===== config.mk =====
export PLATFORM = sky130hd
export DESIGN_NAME = hlt_ctrl
export DESIGN_NICKNAME = d
export VERILOG_FILES = /design/src/design/hlt_pkg.sv /design/src/design/hlt_ctrl.sv
export SDC_FILE = /design/constraint.sdc
export NUM_CORES = 1
export LEC_CHECK = 0
export BUFFER_PORTS_ARGS = -buffer_cell sky130_fd_sc_hd__buf_2
export CELL_PAD_IN_SITES_DETAIL_PLACEMENT = 1
export CELL_PAD_IN_SITES_GLOBAL_PLACEMENT = 1
export CORE_AREA = 2 2 39 41
export CTS_CLUSTER_SIZE = 10
export DETAILED_ROUTE_END_ITERATION = 8
export DIE_AREA = 0 0 41 43
export PLACE_DENSITY_LB_ADDON = 0.1
export SYNTH_ARGS = -nofsm -noshare
export SYNTH_HDL_FRONTEND = slang
export SYNTH_SLANG_ARGS = --single-unit

===== constraint.sdc =====
create_clock -name clk -period 1.63 [get_ports clk]
set_input_delay 0.2445 -clock clk [delete_from_list [all_inputs] [get_ports clk]]
set_output_delay 0.2445 -clock clk [all_outputs]
set_load 0.01 [all_outputs]

===== src/design/hlt_pkg.sv =====
// Shared constants, status codes and control/status structs of the hashed lookup table.
package hlt_pkg;

	localparam int KEY_W    = 32;
	localparam int STATUS_W = 2;
	localparam int HANDLE_W = 10;
	localparam int COUNT_W  = 11;
	localparam int PDATA_W  = 32;
	localparam int PADDR_W  = 3;

	// Result status codes
	localparam logic [STATUS_W-1:0] STATUS_REJECT = 2'd0;
	localparam logic [STATUS_W-1:0] STATUS_HIT    = 2'd1;
	localparam logic [STATUS_W-1:0] STATUS_INSERT = 2'd2;
	localparam logic [STATUS_W-1:0] STATUS_FULL   = 2'd3;

	// Register index (byte address / 4)
	localparam logic [PADDR_W-3:0] REG_UPPER_BOUND = 1'b0;

	localparam logic [KEY_W-1:0] HASH_MULT         = 32'd2654435761;
	localparam logic [KEY_W-1:0] LOW_LIMIT         = 32'h0000_1000;
	localparam logic [KEY_W-1:0] UPPER_BOUND_RESET = 32'hFFFF_FFFF;

	// Commands from the controller to the datapath
	typedef struct packed {
		logic clear_step;  // write one empty slot during the clearing pass
		logic capture;     // take the key of an input transfer
		logic hash;        // range check and hash into the probe pointer
		logic read_first;  // read the home slot
		logic probe_step;  // miss: advance to the next slot
		logic insert;      // write the key into the empty slot
		logic hit;         // record a hit
		logic full;        // record a full table
		logic load_out;    // move the result into the output register
	} hlt_cmd_t;

	// Status from the datapath to the controller
	typedef struct packed {
		logic clear_last;
		logic reject;
		logic slot_valid;
		logic key_match;
		logic probe_last;
		logic out_free;
	} hlt_stat_t;

endpackage


===== src/design/hlt_ctrl.sv =====
// Controller state machine: clearing pass, hashing, probe loop and result hand-off.
module hlt_ctrl (
	input  logic             clk,
	input  logic             arst_n,
	input  logic             in_valid,
	output logic             in_stall,
	input  hlt_pkg::hlt_stat_t st,
	output hlt_pkg::hlt_cmd_t  cmd
);

	localparam logic [2:0] S_CLEAR = 3'd0;
	localparam logic [2:0] S_IDLE  = 3'd1;
	localparam logic [2:0] S_HASH  = 3'd2;
	localparam logic [2:0] S_READ  = 3'd3;
	localparam logic [2:0] S_PROBE = 3'd4;
	localparam logic [2:0] S_DONE  = 3'd5;

	logic [2:0] state_q;
	logic [2:0] state_d;

	// Next state and commands
	always_comb begin
		state_d  = state_q;
		cmd      = '0;
		in_stall = 1'b1;
		case (state_q)
			S_CLEAR: begin
				cmd.clear_step = 1'b1;
				if (st.clear_last) begin
					state_d = S_IDLE;
				end
			end
			S_IDLE: begin
				in_stall = 1'b0;
				if (in_valid) begin
					cmd.capture = 1'b1;
					state_d     = S_HASH;
				end
			end
			S_HASH: begin
				cmd.hash = 1'b1;
				state_d  = st.reject ? S_DONE : S_READ;
			end
			S_READ: begin
				cmd.read_first = 1'b1;
				state_d        = S_PROBE;
			end
			S_PROBE: begin
				if (!st.slot_valid) begin
					cmd.insert = 1'b1;
					state_d    = S_DONE;
				end else if (st.key_match) begin
					cmd.hit = 1'b1;
					state_d = S_DONE;
				end else if (st.probe_last) begin
					cmd.full = 1'b1;
					state_d  = S_DONE;
				end else begin
					cmd.probe_step = 1'b1;
				end
			end
			S_DONE: begin
				if (st.out_free) begin
					cmd.load_out = 1'b1;
					state_d      = S_IDLE;
				end
			end
			default: begin
				state_d = S_IDLE;
			end
		endcase
	end

	always_ff @(posedge clk or negedge arst_n) begin
		if (!arst_n) begin
			state_q <= S_CLEAR;
		end else begin
			state_q <= state_d;
		end
	end

endmodule


== Yosys cells after proc, flatten, opt, wreduce, memory -nomap -nowiden ==
Cells that the tools add are included.
Word-level totals
  bits of input ports: 9
  output and inout port bits: 10
  flip-flop bits (word level): 3
Cells by class
  equal/unequal tests: 9
  mux-type cells: 25
  reductions and logical operators: 2
Operators with widths (count)
  $mux W3: 7
  $pmux W3 S6: 1
  $mux W1: 15
  $eq A3 B2 Y1 const B: 2
  $eq A3 B3 Y1 const B: 2
  $ne A2 B2 Y1 const B: 3
  $mux W4: 1
  $ne A4 B4 Y1 const B: 1
  $reduce_and A4 Y1: 1
  $eq A3 B1 Y1 const B: 1
  $logic_not A3 Y1: 1
  $mux W2: 1

== Logic depth before layout (Yosys ltp) ==
Gate-level depths: netlist (run 1).
  depth in word-level cells: 4
  depth in mapped cells: 4
  depth with buffers taken out: 3

== Worst setup path after synthesis (run 1) ==
Ideal clock, no wire load.
  kind: reg-to-output
  from: register state_q[2]
  to: output port cmd[7] in the netlist's numbering
  setup slack: 289 ps
  cell stages (with the launch flop): 4
  arrival: 1097 ps
  path buffers: 1
  cells stage by stage: dfrtp_1 buf_6 or3b_4 nor2_1
RTL lines
  from (decl): RTL line hlt_ctrl.sv:18  | logic [2:0] state_q;
  from (signal assigned): RTL line hlt_ctrl.sv:78  | state_q <= state_d;
  to (decl): RTL line hlt_ctrl.sv:8  | output hlt_pkg::hlt_cmd_t cmd

==> impl_metrics.prom, run 1 <==
# TYPE chip_impl_metric gauge
chip_impl_metric{name="swShare",unit=""} 0.385
chip_impl_metric{name="rows",unit=""} 14
chip_impl_metric{name="ys.warnings.count",unit=""} 0
chip_impl_metric{name="place_hpwl",unit="um"} 584
chip_impl_info{name="clock-root-buffer",value="sky130_fd_sc_hd__clkbuf_4"} 1
chip_impl_metric{name="antenna_cells",unit=""} 0
chip_impl_metric{name="power.switching",unit="uW"} 280
chip_impl_metric{name="intPower",unit="uW"} 448
chip_impl_metric{name="syn_avg_cell_area",unit="sq um"} 8.55
chip_impl_info{name="min_path_type",value="in -> reg"} 1
chip_impl_info{name="largest-register",value="state_q"} 1
chip_impl_metric{name="cts-buffers-inserted",unit=""} 3
chip_impl_metric{name="grt_start_max_net_pins",unit=""} 12
chip_impl_metric{name="timing_hold_violations_final",unit=""} 0
chip_impl_info{name="reg_to_reg_endpoint",value="state_q[1]"} 1
chip_impl_metric{name="finalSetupTns",unit="ns"} 0
chip_impl_metric{name="finalClockSkew",unit="ns"} 0.00153
chip_impl_metric{name="largest_register_ffs",unit=""} 3
chip_impl_metric{name="hold_depth",unit=""} 2
chip_impl_metric{name="synth_edf_count",unit=""} 0
chip_impl_info{name="most-common-layout-cells",value="sky130_fd_sc_hd__buf_2 (18), sky130_fd_sc_hd__nor2_1 (5), sky130_fd_sc_hd__buf_4 (5)"} 1
chip_impl_metric{name="postSynth.asyncResetShare",unit=""} 1.00
chip_impl_metric{name="global_route.overflow_total",unit=""} 0
chip_impl_metric{name="layout_worst_path_cycle_share",unit=""} 0.948
chip_impl_metric{name="number_of_antenna_violations_at_the_first_check_in_global_routing",unit=""} 0
chip_impl_metric{name="drt_iter0_drc",unit=""} 3
chip_impl_metric{name="drt_first_pass_iters",unit=""} 2
chip_impl_metric{name="max_slew_margin",unit=""} 0.838
chip_impl_metric{name="insertion_delay",unit="ns"} 0.23
chip_impl_metric{name="final.min_clock_period",unit="ns"} 1.54
chip_impl_metric{name="fp.coreArea",unit="sq um"} 1380
chip_impl_metric{name="max_cap_violations",unit=""} 0
chip_impl_metric{name="post_detailed_route_count_of_antenna_violating_nets",unit=""} 0
chip_impl_metric{name="ys_seq_area_frac",unit=""} 0.293
chip_impl_metric{name="finalNetCount",unit=""} 65
chip_impl_metric{name="drt-wirelength-per-cell",unit="um"} 10.4
chip_impl_metric{name="drt-total-wl",unit="um"} 738
chip_impl_metric{name="report.final.setup_viol",unit=""} 0
chip_impl_metric{name="first_pass_grt_wire_length",unit="um"} 1280
chip_impl_metric{name="timing.fmax",unit="MHz"} 647
chip_impl_metric{name="post-route-drc-count",unit=""} 0
chip_impl_metric{name="syn_inst",unit=""} 30
chip_impl_metric{name="reg2reg_depth",unit=""} 4
chip_impl_metric{name="area_growth_syn_to_fin",unit="%"} 69.8
chip_impl_info{name="hold_end",value="state_q[0]"} 1
chip_impl_metric{name="p_leak",unit="nW"} 0.233
chip_impl_metric{name="synth.cell_area",unit="sq um"} 256
chip_impl_metric{name="cp_data_required_time",unit="ns"} 1.39
chip_impl_info{name="regToRegStartpoint",value="state_q[0]"} 1
chip_impl_metric{name="gr-usage-all-layers",unit=""} 0.110
chip_impl_metric{name="ys_seq_elements",unit=""} 3
chip_impl_metric{name="totalPowerFinal",unit="uW"} 728
chip_impl_metric{name="drive_gt1_frac",unit=""} 0.582
chip_impl_metric{name="vias",unit=""} 312
chip_impl_metric{name="clock_sink_count",unit=""} 3
chip_impl_metric{name="synth_cell_type_count",unit=""} 22
chip_impl_info{name="cpMaxStageDelayCell",value="sky130_fd_sc_hd__dfrtp_2"} 1
chip_impl_info{name="hp-start",value="in_valid"} 1
chip_impl_info{name="mostFrequentLayoutCell",value="sky130_fd_sc_hd__buf_2"} 1
chip_impl_metric{name="max_slew.worst_pin.slew",unit="ns"} 0.239
chip_impl_info{name="start_kind",value="flop"} 1
chip_impl_metric{name="clkSlewWorstSetupHoldPaths",unit="ns"} 0.04
chip_impl_metric{name="first_global_vias",unit=""} 309
chip_impl_metric{name="gpl.final_weighted_congestion",unit=""} 0.654
chip_impl_info{name="largest_registers",value="state_q: 3 flops"} 1
chip_impl_metric{name="initial_core_util",unit=""} 0.185
chip_impl_metric{name="pwr-share-seq",unit=""} 0.227
chip_impl_metric{name="timing.reg2reg.setup_slack",unit="ns"} 0.52
chip_impl_metric{name="worst_path_arrival",unit="ns"} 1.30
chip_impl_metric{name="ios",unit=""} 19
chip_impl_metric{name="comb_power_share",unit=""} 0.598
chip_impl_metric{name="power_density_normalized_to_cell_area",unit="nW/um^2"} 1670
chip_impl_metric{name="cts_htree_levels",unit=""} 1
chip_impl_info{name="timing.critical_path.cells",value="or3b_4 > nor2_1 > buf_2"} 1
chip_impl_info{name="kind_of_critical_path",value="reg -> out"} 1
chip_impl_metric{name="power.share.clock",unit=""} 0.175
chip_impl_metric{name="die_height",unit="um"} 43
chip_impl_metric{name="timing_max_transition_violations_final",unit=""} 0
chip_impl_info{name="setup_repair_after_global_routing_missed_its_margin",value="false"} 1
chip_impl_metric{name="port-buffer-count",unit=""} 18
chip_impl_metric{name="route.detailed.vias_per_inst",unit=""} 4.39
chip_impl_info{name="clock_tree_from_tritoncts",value="yes"} 1
chip_impl_metric{name="postSynthNetCount",unit=""} 39
chip_impl_info{name="status",value="complete, no violations"} 1
chip_impl_metric{name="crit_fanout",unit=""} 4
chip_impl_metric{name="die_width",unit="um"} 41
chip_impl_info{name="ys_dominant_reg_cell",value="sky130_fd_sc_hd__dfrtp_1"} 1
chip_impl_info{name="worstSetupEndpointType",value="output pin"} 1
chip_impl_metric{name="worst_ir_drop_vdd",unit="V"} 0.000518
chip_impl_metric{name="critPathMaxStageDelay",unit="ns"} 0.43
chip_impl_metric{name="die_area",unit="sq um"} 1760
chip_impl_metric{name="clock_path_buffers",unit=""} 2
area by class of cell:
class	instances	area, sq um
fill	181	948
multi-input combinational	22	166
timing repair buffer	24	138
sequential	3	77.6
clock buffer	4	26.3
tap	16	20.0
inverter	2	7.51
what timing repair did:
item / in CTS / in global routing
setup buffers: 0 / 3
hold buffers: 1 / 0
gates resized for setup: 1 / 2
setup endpoints to repair: 2 / 3
endpoints found under the hold margin: 3 / 0
logic make-up (layout without fill, tap and decap cells):
family,count (synthesis),in the layout,synth area share
buf+inv,5,30,0.122
compound gates,6,6,0.176
flops,3,3,0.293
simple gates,16,16,0.410
routing by layer:
| metal | wire length [um] | vias up | GRT usage | share of wire |
|---|---|---|---|---|
| li1 | - | 156 | - | - |
| met5 | 0 | - | 0 | 0 |
| met2 | 328 | 16 | 0.144 | 0.44 |
| met1 | 330 | 138 | 0.148 | 0.45 |
| met3 | 64 | 2 | 0.0314 | 0.087 |
| met4 | 14 | 0 | 0.0800 | 0.019 |
worst max-delay path, delay by kind of cell, from the launching register on:
family | cells | cell delay [ns]
flops | 1 | 0.43
buf+inv | 1 | 0.13
simple gates | 2 | 0.51
cells in the mapped netlist (2+ instances only):
cell type / count / area [sq um]
sky130_fd_sc_hd__nor3b_1: 2 / 15.0
sky130_fd_sc_hd__dfrtp_1: 3 / 75.1
sky130_fd_sc_hd__nor2_1: 5 / 18.8
sky130_fd_sc_hd__inv_1: 2 / 7.51
power by group through the flow:
stage | registers (mW) | clock network (mW) | logic (mW)
after global routing | 0.172 | 0.144 | 0.489
after detailed placement | 0.165 | 0 | 0.359
after CTS | 0.167 | 0.134 | 0.363
after global placement | 0.164 | 0 | 0.355
final | 0.165 | 0.128 | 0.435
after floorplan | 0.122 | 0 | 0.297
through the flow:
stage	hold slack [ns]	instance area [sq um]	setup slack, ns	util	cells
finish	0.253	435	0.0852	0.315	71
global route	0.276	435	0.00694	0.315	71
CTS	0.252	395	0.0307	0.286	68
detailed placement	0.0399	358	0.244	0.259	63
global placement	0.0389	358	0.260	0.259	63
floorplan	-0.0511	256	0.289	-	30
how the worst max path moves through the flow:
stage,start,endpoint,depth (start not counted)
5_1_grt,state_q[1],cmd[3],3
6_report,state_q[2],cmd[7],3
2_1_floorplan,state_q[2],cmd[7],3
4_1_cts,state_q[0],cmd[1],3
3_5_place_dp,state_q[0],cmd[1],3
3_3_place_gp,state_q[0],cmd[7],3
Power figures use the tool's default switching activity.
==> inputs of run 2 (changes only) <==
--- a/config.mk
+++ b/config.mk
@@ -13,6 +13,7 @@
 export DETAILED_ROUTE_END_ITERATION = 8
 export DIE_AREA = 0 0 41 43
 export PLACE_DENSITY_LB_ADDON = 0.1
+export SKIP_CTS_REPAIR_TIMING = 1
 export SYNTH_ARGS = -nofsm -noshare
 export SYNTH_HDL_FRONTEND = slang
 export SYNTH_SLANG_ARGS = --single-unit
==> constraint.sdc (replaced) <==
create_clock -name clk -period 1.63 [get_ports clk]
set_input_delay 0.326 -clock clk [delete_from_list [all_inputs] [get_ports clk]]
set_output_delay 0.326 -clock clk [all_outputs]
set_load 0.01 [all_outputs]
==> run 2 against run 1 <==
Against the previous run:
- worst hold slack improved by 0.082 ns
- power grew 6.9%
- sequential power decreased by 7%
- clock power about the same
- sequential share of layout area decreased by 1.0 points
- sequential cell count is the same
==> impl_metrics.prom, run 2 (synthesis gave the netlist of run 1 again) <==
# TYPE chip_impl_metric gauge
chip_impl_info{name="status",value="complete, no violations"} 1
chip_impl_metric{name="max_slew_margin",unit=""} 0.830
chip_impl_metric{name="postLayoutCellArea",unit="sq um"} 462
chip_impl_metric{name="swShare",unit=""} 0.378
chip_impl_metric{name="grt_use_met1",unit=""} 0.113
chip_impl_metric{name="final.min_clock_period",unit="ns"} 1.62
chip_impl_info{name="clock-root-buffer",value="sky130_fd_sc_hd__clkbuf_4"} 1
chip_impl_metric{name="layout_setup_ws",unit="ns"} 0.0117
chip_impl_metric{name="drive_gt1_frac",unit=""} 0.625
chip_impl_metric{name="grt_start_max_net_pins",unit=""} 10
chip_impl_info{name="reg_to_reg_endpoint",value="state_q[0]"} 1
chip_impl_metric{name="route.detailed.vias_per_inst",unit=""} 4.54
chip_impl_info{name="mostFrequentLayoutCell",value="sky130_fd_sc_hd__buf_2"} 1
chip_impl_metric{name="insertion_delay",unit="ns"} 0.23
chip_impl_metric{name="gpl.final_weighted_congestion",unit=""} 0.647
chip_impl_metric{name="clock_sink_count",unit=""} 3
chip_impl_metric{name="critPathMaxStageDelay",unit="ns"} 0.42
chip_impl_metric{name="first_pass_grt_wire_length",unit="um"} 1250
chip_impl_metric{name="die_width",unit="um"} 41
chip_impl_metric{name="comb_power_share",unit=""} 0.636
chip_impl_metric{name="worst_path_arrival",unit="ns"} 1.29
chip_impl_metric{name="power_density_normalized_to_cell_area",unit="nW/um^2"} 1690
chip_impl_info{name="min_path_type",value="in -> reg"} 1
chip_impl_metric{name="gr-usage-all-layers",unit=""} 0.111
chip_impl_metric{name="post_detailed_route_count_of_antenna_violating_nets",unit=""} 0
chip_impl_metric{name="largest_register_ffs",unit=""} 3
chip_impl_metric{name="port-buffer-count",unit=""} 18
chip_impl_metric{name="finalNetCount",unit=""} 66
chip_impl_metric{name="timing_max_transition_violations_final",unit=""} 0
chip_impl_info{name="path_delay_family",value="simple AND/OR/NAND/NOR gates"} 1
chip_impl_metric{name="drt-wirelength-per-cell",unit="um"} 10.5
chip_impl_metric{name="clock_path_buffers",unit=""} 2
chip_impl_metric{name="report.final.setup_viol",unit=""} 0
chip_impl_info{name="most_crowded_layer_gr",value="met2"} 1
chip_impl_metric{name="antenna_cells",unit=""} 0
chip_impl_metric{name="postPlaceCellArea",unit="sq um"} 365
chip_impl_metric{name="drt_iter0_drc",unit=""} 0
chip_impl_metric{name="fp.coreArea",unit="sq um"} 1380
chip_impl_metric{name="global_route.overflow_total",unit=""} 0
chip_impl_info{name="largest-register",value="state_q"} 1
chip_impl_metric{name="power.switching",unit="uW"} 295
chip_impl_metric{name="cts-buffers-inserted",unit=""} 3
chip_impl_metric{name="final_core_utilization",unit=""} 0.334
chip_impl_metric{name="vias",unit=""} 327
chip_impl_info{name="most-common-layout-cells",value="sky130_fd_sc_hd__buf_2 (18), sky130_fd_sc_hd__buf_4 (6), sky130_fd_sc_hd__nor2_1 (5)"} 1
chip_impl_metric{name="grt_util_met3",unit=""} 0.0471
chip_impl_metric{name="cts_htree_levels",unit=""} 1
chip_impl_metric{name="power.share.clock",unit=""} 0.167
chip_impl_metric{name="rows",unit=""} 14
chip_impl_info{name="start_kind",value="flop"} 1
chip_impl_metric{name="die_area",unit="sq um"} 1760
chip_impl_metric{name="die_height",unit="um"} 43
chip_impl_metric{name="globalRouteMet2Util",unit=""} 0.163
chip_impl_info{name="kind_of_critical_path",value="reg -> out"} 1
chip_impl_metric{name="critical_path_buf_inv_count",unit=""} 1
chip_impl_metric{name="place_hpwl",unit="um"} 572
chip_impl_info{name="regToRegStartpoint",value="state_q[1]"} 1
chip_impl_metric{name="first_global_vias",unit=""} 329
chip_impl_metric{name="worst_ir_drop_vdd",unit="V"} 0.000513
chip_impl_info{name="timing.critical_path.cells",value="nand4bb_4 > nor3_4 > buf_2"} 1
chip_impl_info{name="cpMaxStageDelayCell",value="sky130_fd_sc_hd__dfrtp_2"} 1
chip_impl_metric{name="number_of_antenna_violations_at_the_first_check_in_global_routing",unit=""} 0
chip_impl_metric{name="hold_depth",unit=""} 2
chip_impl_metric{name="finalClockSkew",unit="ns"} 0.000780
chip_impl_info{name="hp-start",value="in_valid"} 1
chip_impl_metric{name="totalPowerFinal",unit="uW"} 779
chip_impl_metric{name="timing.fmax",unit="MHz"} 618
chip_impl_metric{name="place_ws",unit="ns"} 0.225
chip_impl_info{name="setup_repair_after_global_routing_missed_its_margin",value="true"} 1
chip_impl_metric{name="intPower",unit="uW"} 484
chip_impl_metric{name="initial_core_util",unit=""} 0.185
chip_impl_metric{name="timing_hold_violations_final",unit=""} 0
chip_impl_metric{name="reg2reg_depth",unit=""} 3
chip_impl_info{name="worstSetupEndpointType",value="output pin"} 1
chip_impl_metric{name="layout_worst_path_cycle_share",unit=""} 0.993
chip_impl_metric{name="max_cap_violations",unit=""} 0
chip_impl_metric{name="post-route-drc-count",unit=""} 0
chip_impl_info{name="hold_end",value="state_q[0]"} 1
chip_impl_metric{name="max_slew.worst_pin.slew",unit="ns"} 0.252
chip_impl_info{name="clock_tree_from_tritoncts",value="yes"} 1
chip_impl_metric{name="area_growth_syn_to_fin",unit="%"} 80.0
chip_impl_metric{name="timing.reg2reg.setup_slack",unit="ns"} 0.45
chip_impl_metric{name="drt_first_pass_iters",unit=""} 1
chip_impl_info{name="largest_registers",value="state_q: 3 flops"} 1
chip_impl_metric{name="clkSlewWorstSetupHoldPaths",unit="ns"} 0.03
chip_impl_metric{name="crit_fanout",unit=""} 5
chip_impl_metric{name="cp_data_required_time",unit="ns"} 1.30
chip_impl_metric{name="ios",unit=""} 19
chip_impl_metric{name="pwr-share-seq",unit=""} 0.197
chip_impl_metric{name="p_leak",unit="nW"} 0.248
chip_impl_metric{name="drt-total-wl",unit="um"} 758
## run 2: cell types whose count changed in the layout (fill, tap and decap cells not counted)
cell	delta
sky130_fd_sc_hd__nor3_4	+1
sky130_fd_sc_hd__buf_4	+1
sky130_fd_sc_hd__nor3b_2	+1
sky130_fd_sc_hd__nor2b_4	+1
sky130_fd_sc_hd__nor3_2	-1
sky130_fd_sc_hd__nor2b_1	-1
sky130_fd_sc_hd__nor3b_1	-1
## run 2: worst max-delay path by stage
| stage | startpoint | endpoint | cells after the start |
|---|---|---|---|
| 6_report | state_q[0] | cmd[4] | 3 |
| 5_1_grt | state_q[0] | cmd[4] | 3 |
| 4_1_cts | state_q[1] | cmd[1] | 3 |
| 3_5_place_dp | state_q[0] | cmd[1] | 3 |
| 3_3_place_gp | state_q[0] | cmd[1] | 3 |
| 2_1_floorplan | state_q[2] | cmd[7] | 3 |
## run 2: power by group through the flow
stage / Combinational (mW) / Sequential, mW / Clock [mW]
after floorplan: 0.297 / 0.122 / 0
after global placement: 0.384 / 0.152 / 0
after detailed placement: 0.387 / 0.156 / 0
after CTS: 0.389 / 0.156 / 0.134
after global routing: 0.552 / 0.163 / 0.146
final: 0.495 / 0.154 / 0.130
## run 2: worst reg2reg max path, stage by stage (launching register included)
cell and delay [ns]:
sky130_fd_sc_hd__dfrtp_2 0.43, sky130_fd_sc_hd__or3b_4 0.39, sky130_fd_sc_hd__buf_4 0.14, sky130_fd_sc_hd__o22ai_2 0.13
## run 2: metrics by stage
stage / hold slack, ns / std cells / setup TNS (ns)
after detailed placement: 0.125 / 64 / 0
after floorplan: 0.0304 / 30 / 0
after global placement: 0.120 / 64 / 0
final: 0.334 / 72 / 0
after global routing: 0.345 / 72 / -0.0888
after CTS: -0.124 / 68 / -0.0717
## run 2: area by class of cell
type                    instances  area [sq um]
clock buffers                   4          26.3
repair buffers                 25           145
multi-input cells              22           185
flip-flops and latches          3          77.6
inverters                       2          7.51
well taps                      16          20.0
fillers                       175           922
## run 2: metal layers
metal | routed length, um | vias to the layer above
li1 | - | 158
met1 | 328 | 151
met2 | 360 | 16
met3 | 52 | 2
met4 | 17 | 0
met5 | 0 | -
